===== config.mk =====
export PLATFORM = sky130hd
export DESIGN_NAME = i2c_target_register_bank
export DESIGN_NICKNAME = d
export VERILOG_FILES = /design/src/rtl/core/i2crb_pkg.sv /design/src/rtl/core/i2crb_bank.sv /design/src/rtl/core/i2crb_ctrl.sv /design/src/rtl/core/i2c_target_register_bank.sv
export VERILOG_INCLUDE_DIRS = /design/src /design/src/rtl/core
export SDC_FILE = /design/constraint.sdc
export NUM_CORES = 1
export LEC_CHECK = 0
export BUFFER_PORTS_ARGS = -buffer_cell sky130_fd_sc_hd__buf_4
export CORE_MARGIN = 2
export CORE_UTILIZATION = 55
export CTS_BUF_LIST = sky130_fd_sc_hd__clkbuf_2 sky130_fd_sc_hd__clkbuf_4 sky130_fd_sc_hd__clkbuf_8
export DETAILED_ROUTE_END_ITERATION = 6
export PLACE_DENSITY = 0.8
export SLEW_MARGIN = 5
export SYNTH_ARGS = -nofsm -noshare
export SYNTH_HDL_FRONTEND = slang
export SYNTH_HIERARCHICAL = 1
export SYNTH_SLANG_ARGS = --single-unit

===== constraint.sdc =====
create_clock -name clock -period 7.7 [get_ports clock]
set_input_delay 0 -clock clock [delete_from_list [all_inputs] [get_ports clock]]
set_output_delay 0 -clock clock [all_outputs]
set_load 0.01 [all_outputs]

===== src/rtl/core/i2c_target_register_bank_defines.svh =====
// Assertion macros for the I2C target register bank.
// Included by the top level; no other dependencies.
`ifndef I2C_TARGET_REGISTER_BANK_DEFINES_SVH
`define I2C_TARGET_REGISTER_BANK_DEFINES_SVH

// Same-cycle implication, disabled during reset.
`define I2CRB_ASSERT_NOW(label, clk, rst, ante, cons, msg) \
   label: assert property (@(posedge clk) disable iff (rst) (ante) |-> (cons)) \
      else $error(msg);

// Next-cycle implication, disabled during reset.
`define I2CRB_ASSERT_NEXT(label, clk, rst, ante, cons, msg) \
   label: assert property (@(posedge clk) disable iff (rst) (ante) |=> (cons)) \
      else $error(msg);

`endif


===== src/rtl/core/i2crb_pkg.sv =====
// Types and constants shared by the I2C target register bank.
// No dependencies.
`timescale 1ns / 1ps
`default_nettype none

package i2crb_pkg;

   localparam int BANK_DEPTH = 16;
   localparam int ADDR_W     = (BANK_DEPTH > 1) ? $clog2(BANK_DEPTH) : 1;
   localparam int PTR_W      = $clog2(BANK_DEPTH + 1);

   localparam logic [7:0] TX_EMPTY = 8'hFF;

   typedef enum logic [1:0] {
      REPLY_NONE = 2'd0,
      REPLY_ACK  = 2'd1,
      REPLY_NACK = 2'd2
   } reply_type;

   typedef struct packed {
      logic       event_fault;
      logic       event_address;
      logic       event_received;
      logic       event_master_ack;
      logic       event_stop;
      logic [7:0] rx_byte;
   } req_type;

   typedef struct packed {
      reply_type  reply;
      logic       tx_load;
      logic [7:0] tx_byte;
      logic       busy_res;
      logic       error_seen;
   } rsp_type;

   typedef struct packed {
      logic              en;
      logic [ADDR_W-1:0] addr;
      logic [7:0]        data;
   } bank_wr_type;

   typedef struct packed {
      logic [PTR_W-1:0] pointer;
      logic             pointer_received;
      logic             busy;
      logic             fault;
   } status_type;

endpackage

`default_nettype wire


===== src/rtl/core/i2crb_bank.sv =====
// Register storage: BANK_DEPTH bytes, one write port, one combinational read.
// Depends on i2crb_pkg.
`timescale 1ns / 1ps
`default_nettype none

module i2crb_bank (
   input  wire logic                        clock,
   input  wire logic                        reset,
   input  wire i2crb_pkg::bank_wr_type      wr,
   input  wire logic [i2crb_pkg::ADDR_W-1:0] rd_addr,
   output logic [7:0]                       rd_data
);

   logic [7:0] data_ff [i2crb_pkg::BANK_DEPTH];

   always_ff @(posedge clock) begin
      if (reset) begin
         for (int i = 0; i < i2crb_pkg::BANK_DEPTH; i++) begin
            data_ff[i] <= 8'h00;
         end
      end else if (wr.en) begin
         data_ff[wr.addr] <= wr.data;
      end
   end

   assign rd_data = data_ff[rd_addr];

endmodule

`default_nettype wire


===== src/rtl/core/i2crb_ctrl.sv =====
// Event decoder and pointer/flag state for the register bank.
// Depends on i2crb_pkg; drives the write and read ports of i2crb_bank.
`timescale 1ns / 1ps
`default_nettype none

module i2crb_ctrl (
   input  wire logic                         clock,
   input  wire logic                         reset,
   input  wire logic                         advance,
   input  wire i2crb_pkg::req_type           item,
   input  wire logic [7:0]                   rd_data,
   output logic [i2crb_pkg::ADDR_W-1:0]      rd_addr,
   output i2crb_pkg::bank_wr_type            wr,
   output i2crb_pkg::rsp_type                result,
   output i2crb_pkg::status_type             status
);

   localparam logic [i2crb_pkg::PTR_W-1:0] DEPTH_P = i2crb_pkg::PTR_W'(i2crb_pkg::BANK_DEPTH);
   localparam logic [i2crb_pkg::PTR_W-1:0] ONE_P   = i2crb_pkg::PTR_W'(1);

   logic [i2crb_pkg::PTR_W-1:0] pointer_ff, pointer_in;
   logic                        prcv_ff, prcv_in;
   logic                        busy_ff, busy_in;
   logic                        fault_ff, fault_in;

   logic                        addr_rd, addr_wr, rx_data;
   logic                        ptr_ok, rx_ok, ptr_a_ok, do_write;
   logic [i2crb_pkg::PTR_W-1:0] ptr_a, rd_ptr;
   logic [7:0]                  first_byte;

   always_comb begin
      addr_rd  = item.event_address & item.rx_byte[0];
      addr_wr  = item.event_address & ~item.rx_byte[0];
      rx_data  = ~item.event_address & item.event_received;
      ptr_ok   = pointer_ff < DEPTH_P;
      rx_ok    = 9'(item.rx_byte) < 9'(i2crb_pkg::BANK_DEPTH);
      do_write = rx_data & prcv_ff & ptr_ok;

      // pointer after the address / data-byte part of the item
      ptr_a = pointer_ff;
      if (addr_rd && ptr_ok) begin
         ptr_a = pointer_ff + ONE_P;
      end else if (rx_data && !prcv_ff && rx_ok) begin
         ptr_a = i2crb_pkg::PTR_W'(item.rx_byte);
      end else if (do_write) begin
         ptr_a = pointer_ff + ONE_P;
      end
      ptr_a_ok = ptr_a < DEPTH_P;

      // only one byte per item reaches the result, so one read port serves
      rd_ptr  = item.event_master_ack ? ptr_a : pointer_ff;
      rd_addr = rd_ptr[i2crb_pkg::ADDR_W-1:0];
      first_byte = ptr_ok ? rd_data : i2crb_pkg::TX_EMPTY;
   end

   always_comb begin
      pointer_in = pointer_ff;
      prcv_in    = prcv_ff;
      busy_in    = busy_ff;
      fault_in   = fault_ff;
      wr.en      = 1'b0;
      wr.addr    = pointer_ff[i2crb_pkg::ADDR_W-1:0];
      wr.data    = item.rx_byte;
      result     = '0;
      result.reply = i2crb_pkg::REPLY_NONE;

      if (item.event_fault) begin
         busy_in  = 1'b0;
         fault_in = 1'b1;
      end else begin
         pointer_in = ptr_a;
         if (item.event_address) begin
            result.reply = i2crb_pkg::REPLY_ACK;
            busy_in      = 1'b1;
            if (addr_rd) begin
               result.tx_load = 1'b1;
               result.tx_byte = first_byte;
            end
            if (addr_wr) begin
               prcv_in = 1'b0;
            end
         end else if (item.event_received) begin
            if (!prcv_ff) begin
               if (rx_ok) begin
                  prcv_in      = 1'b1;
                  result.reply = i2crb_pkg::REPLY_ACK;
               end else begin
                  result.reply = i2crb_pkg::REPLY_NACK;
               end
            end else if (ptr_ok) begin
               wr.en        = 1'b1;
               result.reply = i2crb_pkg::REPLY_ACK;
            end else begin
               result.reply = i2crb_pkg::REPLY_NACK;
            end
         end

         if (item.event_master_ack) begin
            result.tx_load = 1'b1;
            result.tx_byte = ptr_a_ok ? rd_data : i2crb_pkg::TX_EMPTY;
            if (ptr_a_ok) begin
               pointer_in = ptr_a + ONE_P;
            end
         end

         if (item.event_stop) begin
            busy_in = 1'b0;
         end
      end

      wr.en             = wr.en & advance;
      result.busy_res   = busy_in;
      result.error_seen = fault_in;
   end

   always_ff @(posedge clock) begin
      if (reset) begin
         pointer_ff <= '0;
         prcv_ff    <= 1'b0;
         busy_ff    <= 1'b0;
         fault_ff   <= 1'b0;
      end else if (advance) begin
         pointer_ff <= pointer_in;
         prcv_ff    <= prcv_in;
         busy_ff    <= busy_in;
         fault_ff   <= fault_in;
      end
   end

   assign status.pointer          = pointer_ff;
   assign status.pointer_received = prcv_ff;
   assign status.busy             = busy_ff;
   assign status.fault            = fault_ff;

endmodule

`default_nettype wire


===== src/rtl/core/i2c_target_register_bank.sv =====
// Top level of the I2C target register bank: input register, decoder, result register.
// Depends on i2crb_pkg, i2crb_bank, i2crb_ctrl and i2c_target_register_bank_defines.svh.
//
//   channel | ports                        | payload
//   --------+------------------------------+---------------------------------
//   request | req_valid, req_stall, req_data | bus events + received byte
//   result  | rsp_valid, rsp_stall, rsp_data | reply, tx byte, busy, error flag
//
// One transaction in, one transaction out; a new request is taken every cycle while req_stall is low.
// A request passes the request register, then the result register; the bank
// read, bank write and pointer update happen as the request leaves its register.
// Synchronous reset clears the pointer, flags and all bank bytes at once.
// A stalled result holds its register; the request register keeps flowing
// until both stages are full, then req_stall rises in the same cycle.
`timescale 1ns / 1ps
`default_nettype none
`include "i2c_target_register_bank_defines.svh"

module i2c_target_register_bank (
   input  wire logic               clock,
   input  wire logic               reset,
   input  wire logic               req_valid,
   output logic                    req_stall,
   input  wire i2crb_pkg::req_type req_data,
   output logic                    rsp_valid,
   input  wire logic               rsp_stall,
   output i2crb_pkg::rsp_type      rsp_data
);

   // request register
   logic               s1_valid_ff, s1_valid_in;
   i2crb_pkg::req_type s1_item_ff, s1_item_in;

   // result register
   logic               out_valid_ff, out_valid_in;
   i2crb_pkg::rsp_type out_data_ff, out_data_in;

   logic out_free, s1_fire, req_fire;

   // decoder <-> bank
   i2crb_pkg::bank_wr_type        bank_wr;
   logic [i2crb_pkg::ADDR_W-1:0]  bank_rd_addr;
   logic [7:0]                    bank_rd_data;
   i2crb_pkg::rsp_type            next_rsp;
   i2crb_pkg::status_type         status;

   // handshake: result slot frees when empty or being taken
   assign out_free  = ~out_valid_ff | ~rsp_stall;
   assign s1_fire   = s1_valid_ff & out_free;
   assign req_stall = s1_valid_ff & ~out_free;
   assign req_fire  = req_valid & ~req_stall;

   assign s1_valid_in  = req_fire | (s1_valid_ff & ~s1_fire);
   assign s1_item_in   = req_fire ? req_data : s1_item_ff;
   assign out_valid_in = s1_fire | (out_valid_ff & rsp_stall);
   assign out_data_in  = s1_fire ? next_rsp : out_data_ff;

   always_ff @(posedge clock) begin
      if (reset) begin
         s1_valid_ff  <= 1'b0;
         out_valid_ff <= 1'b0;
      end else begin
         s1_valid_ff  <= s1_valid_in;
         out_valid_ff <= out_valid_in;
      end
   end

   // payload registers, no reset
   always_ff @(posedge clock) begin
      s1_item_ff  <= s1_item_in;
      out_data_ff <= out_data_in;
   end

   i2crb_ctrl u_ctrl (
      .clock   (clock),
      .reset   (reset),
      .advance (s1_fire),
      .item    (s1_item_ff),
      .rd_data (bank_rd_data),
      .rd_addr (bank_rd_addr),
      .wr      (bank_wr),
      .result  (next_rsp),
      .status  (status)
   );

   i2crb_bank u_bank (
      .clock   (clock),
      .reset   (reset),
      .wr      (bank_wr),
      .rd_addr (bank_rd_addr),
      .rd_data (bank_rd_data)
   );

   assign rsp_valid = out_valid_ff;
   assign rsp_data  = out_data_ff;

   // a fault transaction yields a bare result with the error flag up
   `I2CRB_ASSERT_NEXT(a_fault_result, clock, reset, s1_fire && s1_item_ff.event_fault,
      rsp_valid && rsp_data.reply == i2crb_pkg::REPLY_NONE && !rsp_data.tx_load
      && rsp_data.error_seen, "fault transaction gave wrong result")
   // error flag never clears outside reset
   `I2CRB_ASSERT_NEXT(a_fault_sticky, clock, reset, status.fault, status.fault,
      "fault flag cleared")
   // pointer never runs past the end of the bank
   `I2CRB_ASSERT_NOW(a_ptr_range, clock, reset, 1'b1,
      status.pointer <= i2crb_pkg::PTR_W'(i2crb_pkg::BANK_DEPTH), "pointer out of range")
   // unloaded transmit byte reads as zero
   `I2CRB_ASSERT_NOW(a_tx_zero, clock, reset, rsp_valid && !rsp_data.tx_load,
      rsp_data.tx_byte == 8'h00, "tx byte set without load")

endmodule

`default_nettype wire

# --- Word level (Yosys, flattened, before mapping) ---
# Memory sizes are Yosys's and may differ from the RTL's.
# Cells that the tools add are included.
classes:
  add_sub_neg: 2
  n_lt_le_gt_ge: 3
  n_eq_ne: 1
  mux: 38
  bitwise: 23
  reduce_logical: 9
ops:
  columns: ["op", "n"]
  rows:
  - ["two-way mux 9 bit", 3]
  - ["two-way mux 5 bit", 5]
  - ["two-way mux 8 bit", 3]
  - ["two-way mux 1 bit", 22]
  - ["AND 1 bit", 11]
  - ["adder 5 x 1 -> 5 bit, second input constant", 2]
  - ["less-than comparator 5 bit, second input constant", 2]
  - ["NOT 1 bit", 9]
  - ["less-than comparator 8 x 5 -> 1 bit, second input constant", 1]
  - ["two-way mux 4 bit", 2]
  - ["OR reduction 8 bit", 1]
  - ["two-way mux 2 bit", 3]
  - ["AND reduction 4 bit", 1]
  - ["logical AND 1 bit", 3]
  - ["OR 1 bit", 3]
  - ["OR reduction 3 bit", 1]
  - ["inequality test 2 x 1 -> 1 bit, second input constant", 1]
  - ["AND reduction 2 bit", 1]
  - ["nonzero test 2 bit", 1]
  - ["zero test 1 bit", 1]
totals:
  register_bits: 36
  mem_bits_rw: 128
  out_inout_bits: 15
  word_cells: 95
  memories: 1
memory_table:
  columns: ["name", "depth", "width", "read_ports", "rd_ports_with_merged_regs", "write_ports", "line_no", "rtl"]
  rows:
  - ["u_bank.data_ff", 16, 8, 1, 0, 16, "i2crb_bank.sv:14", "logic [7:0] data_ff [i2crb_pkg::BANK_DEPTH];"]

# --- Depth between registers and ports, before layout ---
# Gate-level depths: netlist of the first run.
# An unclocked memory read counts as a cell.
logic_depth:
  depth_word: 13
  mapped_depth: 12
  mapped_depth_nobuf: 9

# --- Cells and area by module ---
# Netlist of the first run, hierarchy kept.
by_module_without_submodules:
  columns: ["module", "instances", "cells_each", "area_per_inst_um2"]
  rows:
  - ["i2crb_bank", 1, 375, 5861.9]
  - ["i2crb_ctrl", 1, 119, 949.7]
  - ["i2c_target_register_bank", 1, 36, 867.1]

# --- Worst setup path after synthesis of the first run ---
# OpenSTA, ideal clock, no wires.
synth_timing:
  path_type: "flip-flop to flip-flop"
  start: "reg out_valid_ff (netlist: rsp_valid)"
  end: "mem u_bank.data_ff[0][0] (enable)"
  arrival_time_ns: 3.466
  required_time_ns: 7.391
  path_slack_ns: 3.924
  path_stages_with_launch: 9
  path_buffers: 1
  path_cell_list: "dfxtp_1 a21boi_0 nor2b_1 clkbuf_1 nand2_1 nor2_1 or4b_4 nor3_2 or2_2"
synth_lines:
  columns: ["element", "line_no", "rtl"]
  rows:
  - ["from (decl)", "i2c_target_register_bank.sv:35", "logic out_valid_ff, out_valid_in;"]
  - ["from (signal assigned)", "i2c_target_register_bank.sv:64", "out_valid_ff <= out_valid_in;"]
  - ["to (decl)", "i2crb_bank.sv:14", null]

# --- Final worst setup path of the first run ---
layout_timing:
  start: "reg s1_item_ff[6] (netlist name)"
  end: "reg out_data_ff (netlist bit rsp_data[5]), data pin"
layout_via:
  elab_chain_cells: 10
  elab_cells_between_ends: 12
  classes_between: "order compare (2); mux (8); reduce/logical (1); memory (1)"
layout_lines:
  columns: ["element", "line_no", "rtl"]
  rows:
  - ["from (decl)", "i2c_target_register_bank.sv:32", "i2crb_pkg::req_type s1_item_ff, s1_item_in;"]
  - ["from (signal assigned)", "i2c_target_register_bank.sv:70", "s1_item_ff <= s1_item_in;"]
  - ["less-than comparator 8 x 5 -> 1 bit *", "i2crb_ctrl.sv:36", "rx_ok = 9'(item.rx_byte) < 9'(i2crb_pkg::BANK_DEPTH);"]
  - ["logical AND 1 bit *", "i2crb_ctrl.sv:43", "end else if (rx_data && !prcv_ff && rx_ok) begin"]
  - ["two-way mux 5 bit *", "i2crb_ctrl.sv:43", null]
  - ["two-way mux 5 bit *", "i2crb_ctrl.sv:41", "if (addr_rd && ptr_ok) begin"]
  - ["two-way mux 4 bit *", "i2crb_ctrl.sv:51", "rd_ptr = item.event_master_ack ? ptr_a : pointer_ff;"]
  - ["named net bank_rd_addr (one bit)", "i2c_target_register_bank.sv:42", "logic [i2crb_pkg::ADDR_W-1:0] bank_rd_addr;"]
  - ["memory read (16 x 8 bit) *", null, null]
  - ["named net bank_rd_data[3]", "i2c_target_register_bank.sv:43", "logic [7:0] bank_rd_data;"]
  - ["two-way mux 8 bit", "i2crb_ctrl.sv:53", "first_byte = ptr_ok ? rd_data : i2crb_pkg::TX_EMPTY;"]
  - ["two-way mux 9 bit", "i2crb_ctrl.sv:75", "if (addr_rd) begin"]
  - ["two-way mux 9 bit", "i2crb_ctrl.sv:72", "if (item.event_address) begin"]
  - ["two-way mux 9 bit *", "i2crb_ctrl.sv:98", "if (item.event_master_ack) begin"]
  - ["to (signal assigned)", "i2c_target_register_bank.sv:71", "out_data_ff <= out_data_in;"]
  - ["to (decl)", "i2c_target_register_bank.sv:36", "i2crb_pkg::rsp_type out_data_ff, out_data_in;"]
# Mark *: on every way through the listed nets, which the timed path passes. The rest lies on a longest branch.
# A chain may end at the register's enable or synchronous reset.

==> run summary, run 1 <==
The worst hold path stage count is 2. The startpoint identified for the worst hold timing path is req_data[1]. The first global-routing pass estimated 27210 um of wire.

The clock skew after layout came out at 0.01187 ns. In this run the tightest slew margin relative to its limit is 0.2450. The number of iterations in the first detailed-routing pass came out at 5. The die area came out at 14880 um^2.

After technology mapping, the gate count stands at 527. The internal reg-to-reg setup slack is 3.69 ns. The worst path needs 4.015 ns of the cycle, external delays included. For this block, the via count after detailed routing is 4599. The number of nets in the synthesized netlist is 546.

The cell total after placement is 705. The pin count of the biggest net entering global routing is 33. The cell area after synthesis is 7656 um^2. The finished layout holds 755 standard cells, fillers aside. The path with the worst hold slack has its endpoint at s1_item_ff[1]$_DFFE_PP_. The startpoint kind of the worst setup timing path is a flop. In this run the clock root is driven by a sky130_fd_sc_hd__clkbuf_8.

The post-synthesis to final-layout area growth came out at 11.90%. The vias per cell came out at 6.091. The largest driver fanout on the critical path is 32.

Across the VDD grid, the largest voltage drop is 111.7 uV. The worst register-to-register path begins at s1_item_ff[6]$_DFFE_PP_. A synthesized cell averages 14.53 um^2. The number of sinks on the clock net came out at 164. The period utilization came out at 0.5214. For the worst-skew pair, the clock arrives at the later sink with an insertion delay of 0.46 ns. The number of global-route vias before repair came out at 4649.

For this block, the routed nets add up to 17760 um of wire. In the final layout, the share of cells above drive strength 1 is 0.2400. Counting along the longest clock path gives a buffer depth of 2. The path category of the worst min-delay check is in -> reg. At the end of routability-driven placement, the weighted congestion stood at 0.8952. The post-cts resize count came out at 0. Clock tree synthesis inserted a total of 17 buffers. Setup repair after global routing left no endpoint under its margin. The H-tree generated during clock tree synthesis spans 4 levels. The endpoint identified for the worst register-to-register timing path is rsp_data[5]$_DFFE_PP_. The total global routing overflow is 0. The number of routed nets with antenna violations came out at 0.

The detailed placement HPWL came out at 11820 um. The power density of the placed cells is 214.4 nW/um^2. The core utilization of the finished layout is 0.6244. The net total in the final layout came out at 581. The height of the chip is 122.0 um.

The total track usage came out at 0.2550. Setup violations remaining at the end of the flow were counted as 0. The number of max-slew violations in the final report is 0. The number of violations of the max-capacitance limit is 0. At the pin with the least slew margin, the transition time is 1.128 ns.

The number of warnings printed during yosys synthesis came out at 6. Clock-pin slew was measured on the worst setup and hold paths at 0.08 ns. Pin placement for this block handled 32 I/O pins. The horizontal extent of the die is 122.0 um.

The count of inserted antenna diode cells is 0. The CTS tree is done. The setup TNS after final layout came out at 0 ns. The number of violations reported at the end of detailed-routing iteration 0 is 560.

The effective utilization at floorplan came out at 0.5580. The number of core rows came out at 43. The final number of hold-violating endpoints is 0. The kind of critical path is reg -> reg. Input and output buffers added on the ports amount to 31. STA puts the critical path data required time at 7.91 ns. The core area came out at 13720 um^2.

The number of DRC violations after detailed routing is 0. The leakage power came out at 3.075 nW. The flow ran to the end, and the final reports show no timing, DRC or antenna violations. The highest clock rate is 0.2491 GHz. The worst setup path is captured at a flop. The number of antenna violations at the first check in global routing is 0.

The number of cells on the worst reg-to-reg path came out at 10. The arrival time of data at the critical path endpoint is 4.22 ns. After detailed routing, the average wire length per cell comes to 23.52 um.
## cells in the final DEF, fill, tap and decap left out, types with 2 or more instances in the layout
master and count:
sky130_fd_sc_hd__a21oi_1 6, sky130_fd_sc_hd__nand4b_1 2, sky130_fd_sc_hd__ha_1 2, sky130_fd_sc_hd__clkbuf_8 20
sky130_fd_sc_hd__inv_1 6, sky130_fd_sc_hd__xor2_1 3, sky130_fd_sc_hd__a211oi_1 2, sky130_fd_sc_hd__dfxtp_1 10
sky130_fd_sc_hd__bufinv_16 3, sky130_fd_sc_hd__clkinvlp_4 3, sky130_fd_sc_hd__buf_4 36, sky130_fd_sc_hd__nand4bb_1 2
sky130_fd_sc_hd__nor2_1 25, sky130_fd_sc_hd__o21a_1 9, sky130_fd_sc_hd__nand2b_1 4, sky130_fd_sc_hd__clkinv_2 2
sky130_fd_sc_hd__a311oi_1 2, sky130_fd_sc_hd__nand2_1 13, sky130_fd_sc_hd__edfxtp_1 154, sky130_fd_sc_hd__o21ai_1 2
sky130_fd_sc_hd__dlygate4sd3_1 18, sky130_fd_sc_hd__nor3_2 2, sky130_fd_sc_hd__a22oi_1 16, sky130_fd_sc_hd__o21ai_4 2
sky130_fd_sc_hd__clkinv_4 2, sky130_fd_sc_hd__nor3_1 6, sky130_fd_sc_hd__a211oi_2 2, sky130_fd_sc_hd__or2_2 17
sky130_fd_sc_hd__nor2b_1 4, sky130_fd_sc_hd__nor2_2 3, sky130_fd_sc_hd__and2_1 130, sky130_fd_sc_hd__mux2_2 2
sky130_fd_sc_hd__nand3_1 3, sky130_fd_sc_hd__o21ai_0 5, sky130_fd_sc_hd__mux4_2 32
## how the worst max path moves through the flow
| stage | startpoint | to | slack, ns |
|---|---|---|---|
| 5_1_grt | s1_item_ff[7]$_DFFE_PP_ | rsp_data[5]$_DFFE_PP_ | 3.50 |
| 3_5_place_dp | s1_item_ff[6]$_DFFE_PP_ | rsp_data[4]$_DFFE_PP_ | 3.75 |
| 3_3_place_gp | s1_item_ff[6]$_DFFE_PP_ | rsp_data[4]$_DFFE_PP_ | 3.80 |
| 4_1_cts | s1_item_ff[6]$_DFFE_PP_ | rsp_data[4]$_DFFE_PP_ | 3.71 |
| 2_1_floorplan | rsp_valid$_SDFF_PP0_ | u_bank/data_ff[0][0]$_SDFFCE_PN0P_ | 3.92 |
| 6_report | s1_item_ff[6]$_DFFE_PP_ | rsp_data[5]$_DFFE_PP_ | 3.69 |
## critical path, cell delays in order (launching register included)
cell and delay, ns:
sky130_fd_sc_hd__edfxtp_1 0.62, sky130_fd_sc_hd__or4_4 0.67, sky130_fd_sc_hd__o21ai_1 0.18, sky130_fd_sc_hd__o221a_2 0.26, sky130_fd_sc_hd__nand2_1 0.11, sky130_fd_sc_hd__o21ai_4 0.09
sky130_fd_sc_hd__buf_4 0.55, sky130_fd_sc_hd__mux4_2 0.61, sky130_fd_sc_hd__a22oi_1 0.34, sky130_fd_sc_hd__nand2_1 0.11, sky130_fd_sc_hd__o21a_1 0.20
## power by group
group	leakage (nW)	total, mW	switching, mW	internal [mW]
clock	0.209	0.655	0.309	0.346
sequential	1.65	1.04	0.0319	1.01
combinational	1.21	0.145	0.0778	0.0670
## layout make-up
class                   instances  area, um^2
fillers                       985        5152
flip-flops and latches        164        4825
multi-input cells             319        2616
repair buffers                 54       450.4
clock buffers                  20       275.3
well taps                     180       225.2
clock inverters                12       152.6
inverters                       6       22.52
## per-layer routing
layer  GRT usage  wire length (um)
met5           0                 0
met4      0.1307               726
met2      0.4001              8783
met3     0.04963              1364
met1      0.3412              6881
## registers in the layout (all words and copies together), names as in the netlist
register / flops
u_ctrl/prcv_ff: 1
s1_valid_ff: 1
u_ctrl/fault_ff: 1
rsp_valid: 1
rsp_data: 13
s1_item_ff: 13
u_bank/data_ff: 128
u_ctrl/pointer_ff: 5
u_ctrl/busy_ff: 1
## what timing repair did
item / CTS / global route
buffers inserted: 0 / 0
endpoints found under the setup margin: 0 / 0
endpoints found under the hold margin: 23 / 0
hold buffers: 18 / 0
## metrics by stage
| step | hold WS, ns | cell area [um^2] | total power, mW | setup slack [ns] |
|---|---|---|---|---|
| final | 0.2579 | 8567 | 1.837 | 3.685 |
| after global routing | 0.2484 | 8567 | 1.889 | 3.499 |
| after CTS | 0.2306 | 8567 | 1.846 | 3.707 |
| after detailed placement | 0.1803 | 7959 | 1.192 | 3.745 |
| after global placement | 0.1780 | 7959 | 1.186 | 3.803 |
| after floorplan | 0.06244 | 7656 | 1.141 | 3.924 |
No activity file was read; power rests on OpenSTA's default activity.
==> run 2, diff against run 1 <==
--- a/config.mk
+++ b/config.mk
@@ -11,7 +11,7 @@
 export CORE_UTILIZATION = 55
 export CTS_BUF_LIST = sky130_fd_sc_hd__clkbuf_2 sky130_fd_sc_hd__clkbuf_4 sky130_fd_sc_hd__clkbuf_8
 export DETAILED_ROUTE_END_ITERATION = 6
-export PLACE_DENSITY = 0.8
+export PLACE_DENSITY = 0.83
 export SLEW_MARGIN = 5
 export SYNTH_ARGS = -nofsm -noshare
 export SYNTH_HDL_FRONTEND = slang
==> constraint.sdc (replaced) <==
create_clock -name clock -period 3.35 [get_ports clock]
set_input_delay 0 -clock clock [delete_from_list [all_inputs] [get_ports clock]]
set_output_delay 0 -clock clock [all_outputs]
set_load 0.01 [all_outputs]
==> run 2 against run 1 <==
  * Register-to-register slack worse by 3.5 ns
  * Final area is 3.6% higher
  * Sequential share of layout area is 2.0 points lower
  * Hold slack hardly changed
  * Sequential cell count stayed put
  * Routed wire length is 0.61% lower
  * First-iteration DRC count is 24% lower
  * Critical endpoint is now rsp_data[7]$_DFFE_PP_
  * Global-route usage is 0.34 points lower
==> run summary, run 2 (synthesis gave the netlist of run 1 again) <==
Result of the run: finished, final reports clean (unchanged). The number of buffers on the longest clock path came out at 2 (unchanged). The number of sinks on the clock net came to 164 (unchanged). The clock skew after layout was 0.01340 ns (was 0.01187 ns). The core utilization of the finished layout is 0.6471 (was 0.6244).

The die area is 14880 um^2 (unchanged). The worst voltage drop across the vdd grid came out at 363.4 uV (was 111.7 uV). The net total in the final layout came out at 606 (was 581).

The slack of the critical path is 0.1362 ns (was 3.685 ns). The shortest clock period the worst path allows after layout came out at 3.214 ns (was 4.015 ns). The register with the most flip-flops is u_bank/data_ff (unchanged). The CTS tree is done (unchanged). The number of core rows came out at 43 (unchanged). The number of setup violations in the final report came out at 0 (unchanged). The period utilization is 0.9593 (was 0.5214). The cell at the slowest stage of the critical path is sky130_fd_sc_hd__or4_4 (unchanged). The average wire per standard cell is 22.62 um (was 23.52 um).

The number of DRC violations after detailed routing is 0 (unchanged). The number of antenna violations at the first check in global routing came to 0 (unchanged). The largest driver fanout on the critical path is 6 (was 32).

The total via count in the routed design came out at 4712 (was 4599). The element type at the critical path end is a flop (unchanged). The pin count of the biggest net entering global routing came out at 31 (was 33). The minimum setup slack after placement is -0.03304 ns (was 3.745 ns).

The clock insertion delay at the later pin of the skew report was 0.46 ns (about the same). The final routed wirelength across all metal layers came out at 17650 um (was 17760 um). The arrival time of data at the critical path endpoint is 3.44 ns (was 4.22 ns).

The count of H-tree levels built during CTS is 4 (unchanged). The startpoint kind of the worst setup timing path is a flop (unchanged). The final RePlAce weighted congestion is 0.9952 (was 0.8952). The power density of the placed cells is 493.0 nW/um^2 (was 214.4 nW/um^2). The number of iterations in the first detailed-routing pass came to 6 (was 5).

The number of placed I/O pins is 32 (unchanged). The final hold slack was 0.2576 ns (was 0.2579 ns). The actual slew at the worst max-slew pin was 1.061 ns (was 1.128 ns).

The setup TNS after final layout came out at 0 ns (unchanged). The effective utilization at floorplan is 0.5580 (unchanged). The most common library cell in the layout ignoring fill and taps is sky130_fd_sc_hd__edfxtp_1 (unchanged). Leading cell types in the layout, fill and taps excluded: 154 x sky130_fd_sc_hd__edfxtp_1, 130 x sky130_fd_sc_hd__and2_1, 57 x sky130_fd_sc_hd__buf_4, 32 x sky130_fd_sc_hd__mux4_2, 25 x sky130_fd_sc_hd__nor2_1 (was 154 x sky130_fd_sc_hd__edfxtp_1, 130 x sky130_fd_sc_hd__and2_1, 36 x sky130_fd_sc_hd__buf_4, 32 x sky130_fd_sc_hd__mux4_2, 25 x sky130_fd_sc_hd__nor2_1).

The number of buffers added on ports is 31 (unchanged). The number of violations of the max-capacitance limit came out at 0 (unchanged). The path category of the worst min-delay check was in -> reg (unchanged).

The number of max-slew violations in the final report came out at 0 (unchanged). The number of violations reported at the end of detailed-routing iteration 0 came out at 426 (was 560). The core area came to 13720 um^2 (unchanged).

The data required time of the critical path came out at 3.57 ns (was 7.91 ns). The horizontal extent of the die is 122.0 um (unchanged). The root buffer cell is sky130_fd_sc_hd__clkbuf_8 (unchanged). Cell-by-cell listing of the critical path: or4_4, o21ai_1, o221a_2, nand2_1, o21ai_4, buf_12, mux4_2, a22oi_2, buf_4, nand2_1, o21a_1 (was or4_4, o21ai_1, o221a_2, nand2_1, o21ai_4, buf_4, mux4_2, a22oi_1, nand2_1, o21a_1). The detailed placement HPWL came out at 11160 um (was 11820 um). The count of inserted antenna diode cells is 0 (unchanged).

The count of non-filler cells in the finished layout came out at 780 (was 755). The kind of critical path was reg -> reg (unchanged). The total CTS buffers was 17 (unchanged). The height of the chip came out at 122.0 um (unchanged). The total track usage came to 0.2515 (was 0.2550). The longest individual stage delay on the worst path is 0.55 ns (was 0.67 ns). The cell total after placement came out at 727 (was 705). The highest clock rate came out at 0.3112 GHz (was 0.2491 GHz).

The CTS clock-pin slew for the worst setup and hold paths came out at 0.09 ns (was 0.08 ns). The number of global-route vias before repair came out at 4644 (was 4649). The wire length of the first global-routing pass is 26810 um (was 27210 um).

The flip-flop count of the largest register, all copies and words added is 128 (unchanged). The total global routing overflow came out at 0 (unchanged). The vias per cell came out at 6.041 (was 6.091). The post-synthesis to final-layout area growth came out at 15.95% (was 11.90%). The most frequent cell on the critical path is sky130_fd_sc_hd__nand2_1 (unchanged).

The share of post-route cells with drive strength above 1 came out at 0.2850 (was 0.2400). The number of routed nets with antenna violations is 0 (unchanged). The worst max-slew margin expressed relative to the limit is 0.2898 (was 0.2450). The leakage power came out at 3.236 nW (was 3.075 nW). The final number of hold-violating endpoints is 0 (unchanged).
[run 2: final cells by class]
cell class	count	area (um^2)
multi-input combinational	319	2668
sequential	164	4825
tap	180	225.2
inverter	6	22.52
fill	943	4842
clock inverter	8	148.9
clock buffer	24	305.3
timing repair buffer	79	683.2
[run 2: worst paths after layout]
path	from	to	slack (ns)	depth (start not counted)
max	s1_item_ff[6]$_DFFE_PP_	rsp_data[7]$_DFFE_PP_	0.14	11
max reg2reg	s1_item_ff[6]$_DFFE_PP_	rsp_data[7]$_DFFE_PP_	0.14	11
min reg2reg	u_ctrl/fault_ff$_SDFFE_PP0P_	u_ctrl/fault_ff$_SDFFE_PP0P_	0.47	2
min	req_data[12]	s1_item_ff[12]$_DFFE_PP_	0.26	2
[run 2: critical path, delay by kind of cell, from the launching register on]
kind | cells | cell delay [ns]
AOI/OAI and AO/OA | 5 | 1.01
buffers and inverters | 2 | 0.33
muxes | 1 | 0.54
and+or+nand+nor | 3 | 0.68
DFF | 1 | 0.41
[run 2: routing by layer]
metal	vias up	share of wire	GRT usage
li1	2078	-	-
met1	2348	0.39	0.3402
met2	241	0.50	0.3998
met3	45	0.080	0.05431
met4	0	0.027	0.1034
met5	-	0	0
[run 2: repair_timing]
action,CTS,global route
setup endpoints to repair,1,8
resized for setup,3,10
cloned,0,0
hold endpoints to repair,23,0
hold buffers,18,0
buffers inserted,0,3
pin swaps,0,1
[run 2: metrics by stage]
stage               area (um^2)  power, mW
finish                     8877      4.376
global route               8877      4.498
CTS                        8805      4.376
detailed placement         8153      2.770
global placement           8153      2.754
floorplan                  7660      2.623
[run 2: report_power, final]
group	internal, mW	switching [mW]	total (mW)
logic	0.192	0.225	0.417
registers	2.31	0.0390	2.35
clock network	0.906	0.704	1.61
total	3.41	0.967	4.38
==> run 3, diff against run 2 <==
--- a/config.mk
+++ b/config.mk
@@ -6,6 +6,7 @@
 export SDC_FILE = /design/constraint.sdc
 export NUM_CORES = 1
 export LEC_CHECK = 0
+export ABC_AREA = 1
 export BUFFER_PORTS_ARGS = -buffer_cell sky130_fd_sc_hd__buf_4
 export CORE_MARGIN = 2
 export CORE_UTILIZATION = 55
==> run 3 against run 2 <==
  * Via count up 33%
  * Synthesized area up 7.1%
  * The run now ends with design-rule violations left
  * Critical path type unchanged
  * Global-route usage up 0.71 points
  * Sequential share of layout area down 1.4 points
  * Clock skew up 0.0042 ns
  * Sequential power about the same
==> run summary, run 3 <==
Result of the run: finished with violations (was finished, final reports clean). The final reports fail on design-rule violations. The clock insertion delay at the later pin of the skew report is 0.47 ns (was 0.46 ns). The CTS tree is done (unchanged). The number of warnings printed during yosys synthesis is 6 (unchanged). The number of DRC violations after detailed routing came to 1 (was 0). The met2 routed wirelength came to 9777 um (was 8790 um).

The top layer used by detailed routing was met4 (unchanged). The total via count in the routed design came to 6256 (was 4712). The horizontal extent of the die came out at 126.1 um (was 122.0 um). The share of post-route cells with drive strength above 1 is 0.1227 (was 0.2850). The effective utilization at floorplan is 0.5640 (was 0.5580).

Leading cell types in the layout, fill and taps excluded: 229 x sky130_fd_sc_hd__nand2_1, 154 x sky130_fd_sc_hd__edfxtp_1, 148 x sky130_fd_sc_hd__inv_1, 138 x sky130_fd_sc_hd__nor2_1, 110 x sky130_fd_sc_hd__nand3_1 (was 154 x sky130_fd_sc_hd__edfxtp_1, 130 x sky130_fd_sc_hd__and2_1, 57 x sky130_fd_sc_hd__buf_4, 32 x sky130_fd_sc_hd__mux4_2, 25 x sky130_fd_sc_hd__nor2_1). The net total in the final layout was 976 (was 606). The power density of the placed cells came out at 483.5 nW/um^2 (was 493.0 nW/um^2).

The worst max-slew margin expressed relative to the limit is 0.3661 (was 0.2898). The element type at the critical path end is a flop (unchanged). The CTS clock-pin slew for the worst setup and hold paths is 0.08 ns (was 0.09 ns). The total CTS buffers is 17 (unchanged).

The number of antenna violations at the first check in global routing is 0 (unchanged). The number of setup violations in the final report is 0 (unchanged). The number of violations of the max-capacitance limit is 0 (unchanged). The flip-flop count of the largest register, all copies and words added came out at 128 (unchanged). The average wire per standard cell came out at 17.12 um (was 22.62 um).

The startpoint kind of the worst setup timing path was a flop (unchanged). The die area was 15900 um^2 (was 14880 um^2). The actual slew at the worst max-slew pin came out at 0.9497 ns (was 1.061 ns). The total global routing overflow is 0 (unchanged). The detailed placement HPWL came out at 12640 um (was 11160 um). The number of sinks on the clock net is 164 (unchanged). The root buffer cell is sky130_fd_sc_hd__clkbuf_8 (unchanged). The number of global-route vias before repair came out at 5954 (was 4644). The overall power of the completed layout is 4.407 mW (was 4.376 mW). The cell area after synthesis came to 8198 um^2 (was 7656 um^2). The count of inserted antenna diode cells came out at 0 (unchanged). The clock skew after layout is 0.01764 ns (was 0.01340 ns). The slack of the critical path is 0.6349 ns (was 0.1362 ns). The number of placed I/O pins is 32 (unchanged). The period utilization came out at 0.8105 (was 0.9593). The core utilization of the finished layout came to 0.6271 (was 0.6471).

The shortest clock period the worst path allows after layout came out at 2.715 ns (was 3.214 ns). The register with the most flip-flops is u_bank/data_ff (unchanged). The final routed wirelength across all metal layers came out at 19760 um (was 17650 um). The kind of critical path is reg -> reg (unchanged). The routed length on met3 was 1798 um (was 1406 um).

The number of violations reported at the end of detailed-routing iteration 0 came out at 815 (was 426). The wire length of the first global-routing pass came out at 31320 um (was 26810 um). The most common library cell in the layout ignoring fill and taps is sky130_fd_sc_hd__nand2_1 (was sky130_fd_sc_hd__edfxtp_1). The vias per cell came out at 5.421 (was 6.041). The number of max-slew violations in the final report came out at 0 (unchanged). The worst voltage drop across the vdd grid is 308.1 uV (was 363.4 uV). The pin count of the biggest net entering global routing is 65 (was 31). The area of combinational cells with multiple inputs is 2564 um^2 (was 2668 um^2). The final RePlAce weighted congestion is 0.9564 (was 0.9952).

The arrival time of data at the critical path endpoint came to 2.92 ns (was 3.44 ns). The number of iterations in the first detailed-routing pass is 7 (was 6). The met1 routed wirelength after detailed routing is 7480 um (was 6966 um). Setup repair after global routing left no endpoint under its margin. The data required time of the critical path is 3.56 ns (was 3.57 ns). The core area came out at 14530 um^2 (was 13720 um^2). The leakage power is 4.095 nW (was 3.236 nW). The number of setup buffers added after CTS was 0 (unchanged).

The number of routed nets with antenna violations is 0 (unchanged). The synthesized instance count was 928 (was 527). The total track usage is 0.2587 (was 0.2515). The number of core rows came to 44 (was 43). The number of nets in the synthesized netlist is 947 (was 546). The final number of hold-violating endpoints came out at 0 (unchanged). The post-synthesis to final-layout area growth came out at 11.17% (was 15.95%). The number of fillers in the final layout is 1167 (was 943). The count of H-tree levels built during CTS is 4 (unchanged). The minimum setup slack after placement came out at 0.6991 ns (was -0.03304 ns).

The footprint of the flip-flops and latches came out at 4825 um^2 (unchanged). The largest driver fanout on the critical path is 15 (was 6). The synthesized area per cell came out at 8.834 um^2 (was 14.53 um^2). The number of buffers added on ports was 31 (unchanged).

The number of buffers on the longest clock path is 2 (unchanged). The setup TNS after final layout is 0 ns (unchanged). The highest clock rate came to 0.3683 GHz (was 0.3112 GHz).

The path category of the worst min-delay check is in -> reg (unchanged). The height of the chip came to 126.1 um (was 122.0 um).
[run 3: per-stage QoR]
stage / area (um^2) / hold WS (ns) / cells
4_1_cts: 9114 / 0.1410 / 1154
6_report: 9114 / 0.1613 / 1154
5_1_grt: 9114 / 0.2299 / 1154
3_3_place_gp: 8518 / 0.1782 / 1106
2_1_floorplan: 8198 / 0.06244 / 928
3_5_place_dp: 8518 / 0.1794 / 1106
[run 3: final cells by class]
class                      instances  area share
inverter                         151     0.06219
tap                              184     0.02526
multi-input combinational        566      0.2813
timing repair buffer              57     0.05409
clock inverter                    10     0.01730
sequential                       164      0.5294
clock buffer                      22     0.03048
[run 3: path summary, 6_finish.rpt]
check,from,endpoint,slack [ns],depth (start not counted)
min,req_valid,s1_item_ff[12]$_DFFE_PP_,0.16,3
max,u_ctrl/pointer_ff[1]$_SDFFE_PP0P_,rsp_data[3]$_DFFE_PP_,0.63,17
min reg2reg,u_ctrl/fault_ff$_SDFFE_PP0P_,u_ctrl/fault_ff$_SDFFE_PP0P_,0.48,2
max reg2reg,u_ctrl/pointer_ff[1]$_SDFFE_PP0P_,rsp_data[3]$_DFFE_PP_,0.63,17
[run 3: timing repair]
| item | CTS | global route |
|---|---|---|
| endpoints found under the hold margin | 23 | 0 |
| hold buffers | 16 | 0 |
| gates resized for setup | 0 | 0 |
[run 3: power by group]
group          switching (mW)  leakage (nW)  total (mW)  internal [mW]
combinational           0.343          2.22       0.497          0.154
sequential             0.0347          1.66        2.35           2.31
clock                   0.703         0.217        1.56          0.860
[run 3: metal layers]
layer	global-route usage	up-vias
li1	-	2989
met1	0.3346	2881
met2	0.4225	335
met3	0.05438	51
met4	0.1170	0
met5	0	-
[run 3: worst max-delay path, cell delays in order (launching register included)]
cell	delay, ns
sky130_fd_sc_hd__dfxtp_1	0.53
sky130_fd_sc_hd__ha_1	0.26
sky130_fd_sc_hd__inv_1	0.05
sky130_fd_sc_hd__nand2_1	0.08
sky130_fd_sc_hd__nand2_1	0.09
sky130_fd_sc_hd__nand2_2	0.09
sky130_fd_sc_hd__nand3_1	0.08
sky130_fd_sc_hd__nand3_1	0.10
sky130_fd_sc_hd__nand2_2	0.08
sky130_fd_sc_hd__nand2_1	0.07
sky130_fd_sc_hd__o21ai_1	0.10
sky130_fd_sc_hd__inv_1	0.40
sky130_fd_sc_hd__buf_4	0.20
sky130_fd_sc_hd__nand3_1	0.07
sky130_fd_sc_hd__nand3_1	0.08
sky130_fd_sc_hd__nand2_1	0.06
sky130_fd_sc_hd__inv_1	0.05
sky130_fd_sc_hd__a21oi_1	0.05
